<file path="config.mk">
export PLATFORM = sky130hd
export DESIGN_NAME = pointer_velocity_acceleration
export DESIGN_NICKNAME = d
export VERILOG_FILES = /design/src/rtl/pva_pkg.sv /design/src/rtl/pointer_velocity_acceleration.sv /design/src/rtl/pva_ctrl.sv /design/src/rtl/pva_datapath.sv
export SDC_FILE = /design/constraint.sdc
export NUM_CORES = 2
export LEC_CHECK = 0
export ABC_CLOCK_PERIOD_IN_PS = 7700
export BUFFER_PORTS_ARGS = -buffer_cell sky130_fd_sc_hd__buf_2
export CORE_MARGIN = 10
export CORE_UTILIZATION = 44
export CTS_CLUSTER_SIZE = 40
export DETAILED_ROUTE_END_ITERATION = 10
export GPL_TIMING_DRIVEN = 0
export PLACE_DENSITY_LB_ADDON = 0.08
export SETUP_SLACK_MARGIN = 0.5
export SYNTH_ARGS = -nofsm -noshare
export SYNTH_HDL_FRONTEND = slang
export SYNTH_HIERARCHICAL = 1
export SYNTH_SLANG_ARGS = --single-unit
</file>
<file path="constraint.sdc">
create_clock -name clk -period 7.7 [get_ports clk]
set_input_delay 0 -clock clk [delete_from_list [all_inputs] [get_ports clk]]
set_output_delay 0 -clock clk [all_outputs]
set_load 0.02 [all_outputs]
</file>
<file path="src/rtl/pva_pkg.sv">
// Package for the pointer velocity acceleration block.
// Request/result payload types, controller/datapath command and status
// structs, register indexes and arithmetic constants. No dependencies.
package pva_pkg;

  // Payload types
  typedef struct packed {
    logic signed [15:0] delta_x;
    logic signed [15:0] delta_y;
    logic [63:0]        time_us;
  } motion_t;

  typedef struct packed {
    logic [23:0] sensitivity;
    logic [30:0] velocity_px_per_sec;
  } result_t;

  // Configuration port
  localparam int CFG_INDEX_W = 8;
  localparam int CFG_DATA_W  = 24;

  localparam logic [CFG_INDEX_W-1:0] CFG_BASE_SENS = 8'd0;
  localparam logic [CFG_INDEX_W-1:0] CFG_THRESHOLD = 8'd1;
  localparam logic [CFG_INDEX_W-1:0] CFG_GAIN      = 8'd2;
  localparam logic [CFG_INDEX_W-1:0] CFG_MAX_SENS  = 8'd3;

  localparam logic [23:0] BASE_SENS_RESET = 24'd88473;
  localparam logic [23:0] THRESHOLD_RESET = 24'd35;
  localparam logic [23:0] GAIN_RESET      = 24'd45875;
  localparam logic [23:0] MAX_SENS_RESET  = 24'd249036;

  // Arithmetic constants
  localparam logic [18:0] GAP_LIMIT_US = 19'd500000;
  localparam logic [19:0] US_PER_SEC   = 20'd1000000;

  // Iteration counts of the square root unit and the shared divider
  localparam int CNT_W          = 6;
  localparam int ROOT_STEPS     = 16;
  localparam int VEL_DIV_STEPS  = 36;
  localparam int SENS_DIV_STEPS = 55;

  // Controller -> datapath commands
  typedef struct packed {
    logic load;       // capture request, swap timestamp history
    logic check;      // gap check, squares
    logic root_init;  // load square root unit
    logic root_step;  // one square root iteration
    logic scale;      // distance * 1e6, load divider
    logic div_step;   // one divider iteration
    logic curve;      // saturate velocity, threshold compare
    logic gain;       // excess * gain, load divider
    logic finish;     // write result register
  } pva_cmd_t;

  // Datapath -> controller status
  typedef struct packed {
    logic skip;       // no usable time history
    logic above;      // velocity above a nonzero threshold
    logic out_free;   // result register can take a new result
  } pva_status_t;

endpackage

</file>
<file path="src/rtl/pointer_velocity_acceleration.sv">
// Top level of the pointer velocity acceleration block.
// Joins pva_ctrl and pva_datapath; types and constants from pva_pkg.
//
// Takes one pointer motion request (signed deltas and a microsecond
// timestamp) and returns one result: the 8.16 sensitivity multiplier and
// the measured speed in px/s, saturated to 31 bits. The block keeps the
// previous timestamp (cleared by reset, meaning no history) and replaces it
// with every request. With no history, a timestamp that does not advance,
// or a gap above 500 ms, the result is base sensitivity and speed 0.
// Otherwise speed = floor(sqrt(dx^2+dy^2)) * 1e6 / gap; above a nonzero
// threshold, sensitivity = base + excess*gain/threshold, clamped to
// max_sensitivity. One request is in work at a time. The work runs through
// the 16-step square root and the one-bit-per-cycle restoring divider, used
// for 36 steps to get the speed and 55 steps to scale the excess; a failed
// gap check skips both, and a speed at or below the threshold skips the
// second divide. motion_stall drops the cycle after the result is written,
// even while that result still waits on result_stall. Registers are written
// through cfg_* while the block is idle; the block does not enforce this,
// the user is bound to it. cfg_ready is always high and indexes past 3 are
// dropped.
module pointer_velocity_acceleration (
  input  logic                             clk,
  input  logic                             rst,
  // motion requests
  input  logic                             motion_valid,
  output logic                             motion_stall,
  input  pva_pkg::motion_t                 motion,
  // results
  output logic                             result_valid,
  input  logic                             result_stall,
  output pva_pkg::result_t                 result,
  // register writes
  input  logic                             cfg_valid,
  output logic                             cfg_ready,
  input  logic [pva_pkg::CFG_INDEX_W-1:0]  cfg_index,
  input  logic [pva_pkg::CFG_DATA_W-1:0]   cfg_data
);

  pva_pkg::pva_cmd_t    cmd;
  pva_pkg::pva_status_t status;

  // register port never back-pressures
  assign cfg_ready = 1'b1;

  pva_ctrl u_ctrl (
    .clk          (clk),
    .rst          (rst),
    .motion_valid (motion_valid),
    .motion_stall (motion_stall),
    .status       (status),
    .cmd          (cmd)
  );

  pva_datapath u_datapath (
    .clk          (clk),
    .rst          (rst),
    .motion       (motion),
    .cfg_valid    (cfg_valid),
    .cfg_index    (cfg_index),
    .cfg_data     (cfg_data),
    .result_valid (result_valid),
    .result_stall (result_stall),
    .result       (result),
    .cmd          (cmd),
    .status       (status)
  );

endmodule

</file>
<file path="src/rtl/pva_ctrl.sv">
// Sequencing controller for the pointer velocity acceleration block.
// Drives pva_datapath through pva_pkg::pva_cmd_t; uses pva_pkg.
module pva_ctrl (
  input  logic                 clk,
  input  logic                 rst,
  input  logic                 motion_valid,
  output logic                 motion_stall,
  input  pva_pkg::pva_status_t status,
  output pva_pkg::pva_cmd_t    cmd
);

  localparam logic [3:0] S_IDLE      = 4'd0;
  localparam logic [3:0] S_CHECK     = 4'd1;
  localparam logic [3:0] S_ROOT_INIT = 4'd2;
  localparam logic [3:0] S_ROOT      = 4'd3;
  localparam logic [3:0] S_SCALE     = 4'd4;
  localparam logic [3:0] S_DIV_VEL   = 4'd5;
  localparam logic [3:0] S_CURVE     = 4'd6;
  localparam logic [3:0] S_GAIN      = 4'd7;
  localparam logic [3:0] S_DIV_SENS  = 4'd8;
  localparam logic [3:0] S_FINISH    = 4'd9;

  logic [3:0]                 state, state_next;
  logic [pva_pkg::CNT_W-1:0]  cnt, cnt_next;

  assign motion_stall = (state != S_IDLE);

  always_comb begin
    state_next = state;
    cnt_next   = cnt;
    cmd        = '0;
    case (state)
      S_IDLE: begin
        if (motion_valid) begin
          cmd.load   = 1'b1;
          state_next = S_CHECK;
        end
      end
      S_CHECK: begin
        cmd.check  = 1'b1;
        state_next = S_ROOT_INIT;
      end
      S_ROOT_INIT: begin
        cmd.root_init = 1'b1;
        cnt_next      = pva_pkg::CNT_W'(pva_pkg::ROOT_STEPS - 1);
        state_next    = status.skip ? S_FINISH : S_ROOT;
      end
      S_ROOT: begin
        cmd.root_step = 1'b1;
        cnt_next      = cnt - 1'b1;
        if (cnt == '0) begin
          state_next = S_SCALE;
        end
      end
      S_SCALE: begin
        cmd.scale  = 1'b1;
        cnt_next   = pva_pkg::CNT_W'(pva_pkg::VEL_DIV_STEPS - 1);
        state_next = S_DIV_VEL;
      end
      S_DIV_VEL: begin
        cmd.div_step = 1'b1;
        cnt_next     = cnt - 1'b1;
        if (cnt == '0) begin
          state_next = S_CURVE;
        end
      end
      S_CURVE: begin
        cmd.curve  = 1'b1;
        state_next = S_GAIN;
      end
      S_GAIN: begin
        cmd.gain   = 1'b1;
        cnt_next   = pva_pkg::CNT_W'(pva_pkg::SENS_DIV_STEPS - 1);
        state_next = status.above ? S_DIV_SENS : S_FINISH;
      end
      S_DIV_SENS: begin
        cmd.div_step = 1'b1;
        cnt_next     = cnt - 1'b1;
        if (cnt == '0) begin
          state_next = S_FINISH;
        end
      end
      S_FINISH: begin
        if (status.out_free) begin
          cmd.finish = 1'b1;
          state_next = S_IDLE;
        end
      end
      default: begin
        state_next = S_IDLE;
      end
    endcase
  end

  always_ff @(posedge clk) begin
    if (rst) begin
      state <= S_IDLE;
      cnt   <= '0;
    end else begin
      state <= state_next;
      cnt   <= cnt_next;
    end
  end

endmodule

</file>
<file path="src/rtl/pva_datapath.sv">
// Datapath of the pointer velocity acceleration block: registers, history,
// square root unit, shared restoring divider, curve and result register.
// Uses pva_pkg; sequenced by pva_ctrl.
module pva_datapath (
  input  logic                                 clk,
  input  logic                                 rst,
  input  pva_pkg::motion_t                     motion,
  input  logic                                 cfg_valid,
  input  logic [pva_pkg::CFG_INDEX_W-1:0]      cfg_index,
  input  logic [pva_pkg::CFG_DATA_W-1:0]       cfg_data,
  output logic                                 result_valid,
  input  logic                                 result_stall,
  output pva_pkg::result_t                     result,
  input  pva_pkg::pva_cmd_t                    cmd,
  output pva_pkg::pva_status_t                 status
);

  // Configuration registers
  logic [23:0] base_sens, threshold, gain, max_sens;

  // Request and history
  logic [63:0]        prev_time;
  logic signed [15:0] dx_r, dy_r;
  logic [63:0]        now_r, last_r;

  // Gap check and squares
  logic        skip_r;
  logic [18:0] gap_r;
  logic [31:0] sqx, sqy;

  // Square root unit
  logic [31:0] rad, root, rbit;

  // Divider: dividend/quotient shift register, remainder, divisor
  logic [55:0] dq;
  logic [23:0] dr, dvsr;

  // Curve
  logic [30:0] vel_r, excess_r;
  logic        above_r;

  logic        result_valid_r;
  pva_pkg::result_t result_r;

  // Combinational helpers
  logic [64:0]        diff;
  logic signed [31:0] sq_x_full, sq_y_full;
  logic [31:0]        root_trial;
  logic [35:0]        scaled;
  logic [24:0]        div_shift;
  logic               div_ge;
  logic [30:0]        vel_sat;
  logic [54:0]        gain_prod;
  logic [54:0]        sens_quo;
  logic [24:0]        sens_sum;
  logic [23:0]        sens_accel;
  pva_pkg::result_t   result_next;

  always_comb begin
    diff       = {1'b0, now_r} - {1'b0, last_r};
    sq_x_full  = 32'(dx_r) * 32'(dx_r);
    sq_y_full  = 32'(dy_r) * 32'(dy_r);
    root_trial = root + rbit;
    scaled     = {20'b0, root[15:0]} * {16'b0, pva_pkg::US_PER_SEC};
    div_shift  = {dr, dq[55]};
    div_ge     = (div_shift >= {1'b0, dvsr});
    vel_sat    = (dq[35:31] != '0) ? '1 : dq[30:0];
    gain_prod  = {24'b0, excess_r} * {31'b0, gain};
    sens_quo   = dq[54:0];
    sens_sum   = {1'b0, base_sens} + {1'b0, sens_quo[23:0]};
    if (sens_quo[54:24] != '0 || sens_sum > {1'b0, max_sens}) begin
      sens_accel = max_sens;
    end else begin
      sens_accel = sens_sum[23:0];
    end
    if (skip_r) begin
      result_next.sensitivity         = base_sens;
      result_next.velocity_px_per_sec = '0;
    end else if (!above_r) begin
      result_next.sensitivity         = base_sens;
      result_next.velocity_px_per_sec = vel_r;
    end else begin
      result_next.sensitivity         = sens_accel;
      result_next.velocity_px_per_sec = vel_r;
    end
  end

  // Configuration writes and history (control state)
  always_ff @(posedge clk) begin
    if (rst) begin
      base_sens <= pva_pkg::BASE_SENS_RESET;
      threshold <= pva_pkg::THRESHOLD_RESET;
      gain      <= pva_pkg::GAIN_RESET;
      max_sens  <= pva_pkg::MAX_SENS_RESET;
      prev_time <= '0;
    end else begin
      if (cfg_valid) begin
        case (cfg_index)
          pva_pkg::CFG_BASE_SENS: base_sens <= cfg_data;
          pva_pkg::CFG_THRESHOLD: threshold <= cfg_data;
          pva_pkg::CFG_GAIN:      gain      <= cfg_data;
          pva_pkg::CFG_MAX_SENS:  max_sens  <= cfg_data;
          default: ;
        endcase
      end
      if (cmd.load) begin
        prev_time <= motion.time_us;
      end
    end
  end

  // Arithmetic (payload, no reset)
  always_ff @(posedge clk) begin
    if (cmd.load) begin
      dx_r   <= motion.delta_x;
      dy_r   <= motion.delta_y;
      now_r  <= motion.time_us;
      last_r <= prev_time;
    end
    if (cmd.check) begin
      skip_r <= (last_r == '0) || diff[64] || (diff[63:0] == '0) ||
                (diff[63:0] > {45'b0, pva_pkg::GAP_LIMIT_US});
      gap_r  <= diff[18:0];
      sqx    <= unsigned'(sq_x_full);
      sqy    <= unsigned'(sq_y_full);
    end
    if (cmd.root_init) begin
      rad  <= sqx + sqy;
      root <= '0;
      rbit <= 32'h4000_0000;
    end
    if (cmd.root_step) begin
      if (rad >= root_trial) begin
        rad  <= rad - root_trial;
        root <= (root >> 1) + rbit;
      end else begin
        root <= root >> 1;
      end
      rbit <= rbit >> 2;
    end
    if (cmd.scale) begin
      // left-align the 36-bit dividend for a 36-step divide
      dq   <= {scaled, 20'b0};
      dr   <= '0;
      dvsr <= {5'b0, gap_r};
    end
    if (cmd.div_step) begin
      dr <= div_ge ? 24'(div_shift - {1'b0, dvsr}) : div_shift[23:0];
      dq <= {dq[54:0], div_ge};
    end
    if (cmd.curve) begin
      vel_r    <= vel_sat;
      above_r  <= (threshold != '0) && (vel_sat > {7'b0, threshold});
      excess_r <= vel_sat - {7'b0, threshold};
    end
    if (cmd.gain) begin
      // left-align the 55-bit product for a 55-step divide
      dq   <= {gain_prod, 1'b0};
      dr   <= '0;
      dvsr <= threshold;
    end
    if (cmd.finish) begin
      result_r <= result_next;
    end
  end

  // Result register valid
  always_ff @(posedge clk) begin
    if (rst) begin
      result_valid_r <= 1'b0;
    end else if (cmd.finish) begin
      result_valid_r <= 1'b1;
    end else if (!result_stall) begin
      result_valid_r <= 1'b0;
    end
  end

  assign result_valid    = result_valid_r;
  assign result          = result_r;
  assign status.skip     = skip_r;
  assign status.above    = above_r;
  assign status.out_free = !result_valid_r || !result_stall;

endmodule

</file>
==> summary by stage <==
Status
The flow ran to the end, but the final reports show violations. The checks that failed: setup timing.

GRT
Entering global routing, the biggest net connects 67 pins. The first-pass GRT wire length is 401 mm. The final global-route overflow total is 0. The initial antenna violation count was 8. The number of global-route vias before repair is 68200. Global routing consumed, over all layers together, 24.5% of the routing resources.

Clock tree
After clock tree synthesis, the clock-pin slew on the worst setup and hold paths is 60 ps. The clock reaches the later pin of the worst-skew pair after 710 ps. The clock passes through at most 3 buffers. The number of clock sinks is 715. TritonCTS built the clock tree. The clock root buffer is sky130_fd_sc_hd__clkbuf_16. The number of buffers created by CTS is 85.

In this run the number of H-tree levels came out at 3.

Final layout
The finished layout holds 12200 standard cells, fillers aside. Cells fill 51.4% of the core in the end. Leaving out fill and tap cells, the most frequent cells in the layout are sky130_fd_sc_hd__inv_1 (1633), sky130_fd_sc_hd__fa_1 (1129), sky130_fd_sc_hd__nand2_1 (980). In the final layout, the share of cells above drive strength 1 is 10.9%. The library cell used most frequently in the layout, excluding fill and tap cells, is sky130_fd_sc_hd__inv_1. In the final design database the tool counted 11700 nets. Compared with the post-synthesis result, the final layout area differs by 16.0%.

Timing
The highest attainable clock frequency is 128 MHz. At the pin with the least slew margin, the transition time is 1180 ps. The final number of max-transition violations is 0. For the final database, setup skew stands at 35.7 ps. Setup slack on the critical path of the routed design comes to -108 ps.

Headroom to the max-slew limit came out at 21.6%. The shortest clock period the worst path allows after layout is 7810 ps. Setup repair after global routing could not meet its margin everywhere.

After layout, the worst path uses 101% of the clock period. Setup violations remaining at the end of the flow were counted as 7. The number of hold violations in the final report was 0.

Synthesis
The number of enable flip-flop cells after synthesis is 486. sky130_fd_sc_hd__fa_1 takes more of the synthesized area than any other cell. After synthesis, the share of flip-flops with an asynchronous set or reset is 0%. After synthesis, the largest area contributor takes up 27.8% of total cell area. The netlist area before placement is 84300 um2. After synthesis, the mean cell area works out to 9.44 um2.

The area fraction in compound gates after synthesis is 9.54%. After synthesis, flip-flops and latches occupy 22.7% of the total area. Yosys attributes the largest share of cell area to sky130_fd_sc_hd__fa_1 (28%), sky130_fd_sc_hd__edfxtp_1 (17%), sky130_fd_sc_hd__ha_1 (11%), sky130_fd_sc_hd__inv_1 (7.4%), sky130_fd_sc_hd__dfxtp_1 (5.4%).

The multiplexer fraction of the synthesized cell area is 1.98%. The Yosys step of the flow raised 6 warnings. Synthesis produced 8935 cells.

The arithmetic-cell share of the synthesized area counting full adders, half adders and majority gates is 38.5%. Synthesis instantiated 111 different standard cells from the library. Synthesis produced a netlist with a net count of 11000. The register bit count reported by yosys is 715. Summing the areas of all xor and xnor instances in the mapped netlist gives 3.62% of the synthesized area.

The simple-gate share of the synthesized area is 14.5%. By area, the combinational part of the netlist is dominated by adder cells. For this run, the leading register cell type out of synthesis is sky130_fd_sc_hd__edfxtp_1.

Drt
The highest metal layer used by the detailed router is met5. After detailed routing, the total wire length is 259 mm. The number of detailed-route iterations in the first pass is 6. The detail-routed net length per standard cell is 21.2 um. The average via count per standard cell is 5.27.

The detailed router's first-iteration violation count is 3811. The detailed router put a total of 107 mm of wire on met1. The met3 routed wirelength is 10.8 mm. The routed design uses 130 mm of met2 wire. The via count is 64400. The count of nets left with antenna violations once routing finished came out at 0.

In the routed design, unresolved DRC markers number 0.

Die
The region available for standard cell placement spans 190000 um2. The die is 458 um tall. The floorplan row count is 160. The initial standard-cell utilization of the core is 44.3%. Measured along the x axis, the die boundary spans 458 um. The area of the die is 210000 um2. The number of top-level pins is 191.

Critical path
The kind of launch point of the worst setup path is a flip-flop. In this run the critical register-to-register path is launched from u_datapath/excess_r[15]$_DFFE_PP_. Data on the critical path arrives at its endpoint at 8230 ps.

The critical path starts at u_datapath/excess_r[15]$_DFFE_PP_. STA classifies the critical path endpoint as a flip-flop. Along the worst path, the maximum fanout reaches 4. The cell with the biggest individual delay on the critical path is sky130_fd_sc_hd__fa_2. The peak per-stage delay on the critical path is 620 ps. The most used cell along the critical path is sky130_fd_sc_hd__fa_1. The critical path is of the flip-flop to flip-flop type. STA puts the critical path data required time at 8120 ps.

Place
The detailed placer's ending HPWL is 211 mm. The weighted congestion reported at the end of routability-driven placement is 0.931. The total of buffers placed on input and output ports is 188. The cell total after placement is 11600.

Hold path
The worst min-delay path startpoint is motion[61]. The kind of path behind the tightest hold check is input port to flip-flop.

Run
The count of max-cap constraint violations is 0.
stage by stage:
stage          instance area, um2  setup TNS, ps  hold WS (ps)  worst slack, ps
2_1_floorplan               84400              0          98.9              505
3_3_place_gp                88500         -94280           177            -2580
5_1_grt                     97800          -1980          36.3             -303
3_5_place_dp                88700         -31460           179            -2530
6_report                    97800           -396          58.6             -108
4_1_cts                     96500           -510          3.77             -202
per-layer routing:
metal	vias up	GRT usage, %
met5	-	0
met4	2	9.16
met3	395	2.49
met2	1496	43.6
met1	32400	30.7
li1	30100	-
final timing paths:
kind	to	slack, ps	cells past startpoint
setup reg to reg	u_datapath/dq[50]$_DFFE_PP_	-110	31
hold / removal	u_datapath/now_r[61]$_DFFE_PP_	60	2
setup / recovery	u_datapath/dq[50]$_DFFE_PP_	-110	31
hold reg to reg	u_datapath/last_r[51]$_DFFE_PP_	420	0
critical path: cells and delay by family (launching register included):
kind / cells / cell delay (ps)
adder cells (fa/ha/maj): 8 / 3810
AO/OA/AOI/OAI: 10 / 1820
buffers and inverters: 9 / 1080
flip-flops: 1 / 480
XOR/XNOR: 1 / 170
AND/OR/NAND/NOR: 3 / 150
Yosys cell counts, types with 229 or more instances:
library cell / n
sky130_fd_sc_hd__fa_1: 1173
sky130_fd_sc_hd__edfxtp_1: 486
sky130_fd_sc_hd__inv_1: 1665
sky130_fd_sc_hd__dfxtp_1: 229
sky130_fd_sc_hd__xnor2_1: 233
sky130_fd_sc_hd__ha_1: 718
sky130_fd_sc_hd__nor2_1: 405
sky130_fd_sc_hd__nand2_1: 990
sky130_fd_sc_hd__clkbuf_1: 330
sky130_fd_sc_hd__and2_1: 497
sky130_fd_sc_hd__o21ai_0: 269
sky130_fd_sc_hd__a21oi_1: 424
final cells by class:
type                    count  area, um2
diodes                      4       10.0
plain buffers             357       2360
clock buffers             112       2340
clock inverters            47        569
fillers                 17900      92600
inverters                1669       6270
multi-input cells        6194      58700
flip-flops and latches    715      19200
well taps                2511       3140
repair buffers            612       5120
flip-flops by register name, indices dropped and copies added, names as in the netlist, 31 cells and up:
signal and cells:
u_datapath/excess_r 31, u_datapath/now_r 64, u_datapath/last_r 64, u_datapath/prev_time 64
u_datapath/result 55, u_datapath/sqx 31, u_datapath/root 32, u_datapath/sqy 31
u_datapath/rad 32, u_datapath/dq 56, u_datapath/vel_r 31
cells by family (layout without fill, tap and decap cells):
kind of cell    count (synthesis)  count (layout)
simple gates                 2521            2521
buf+inv                      2026            2797
flops                         715             715
mux                           164             164
compound gates               1268            1268
other cells                     1               5
xor+xnor                      349             349
fa+ha+maj                    1891            1891
what timing repair did:
action | 4_1_cts | 5_1_grt
endpoints found under the setup margin | 65 | 62
setup buffers | 119 | 74
resized for setup | 506 | 269
hold endpoints to repair | 266 | 0
pin swaps | 119 | 127
gates cloned | 2 | 1
hold buffers | 219 | 0
Power is not shown: default switching activity piles up to over one toggle a cycle in this logic, so the estimate is an artifact.
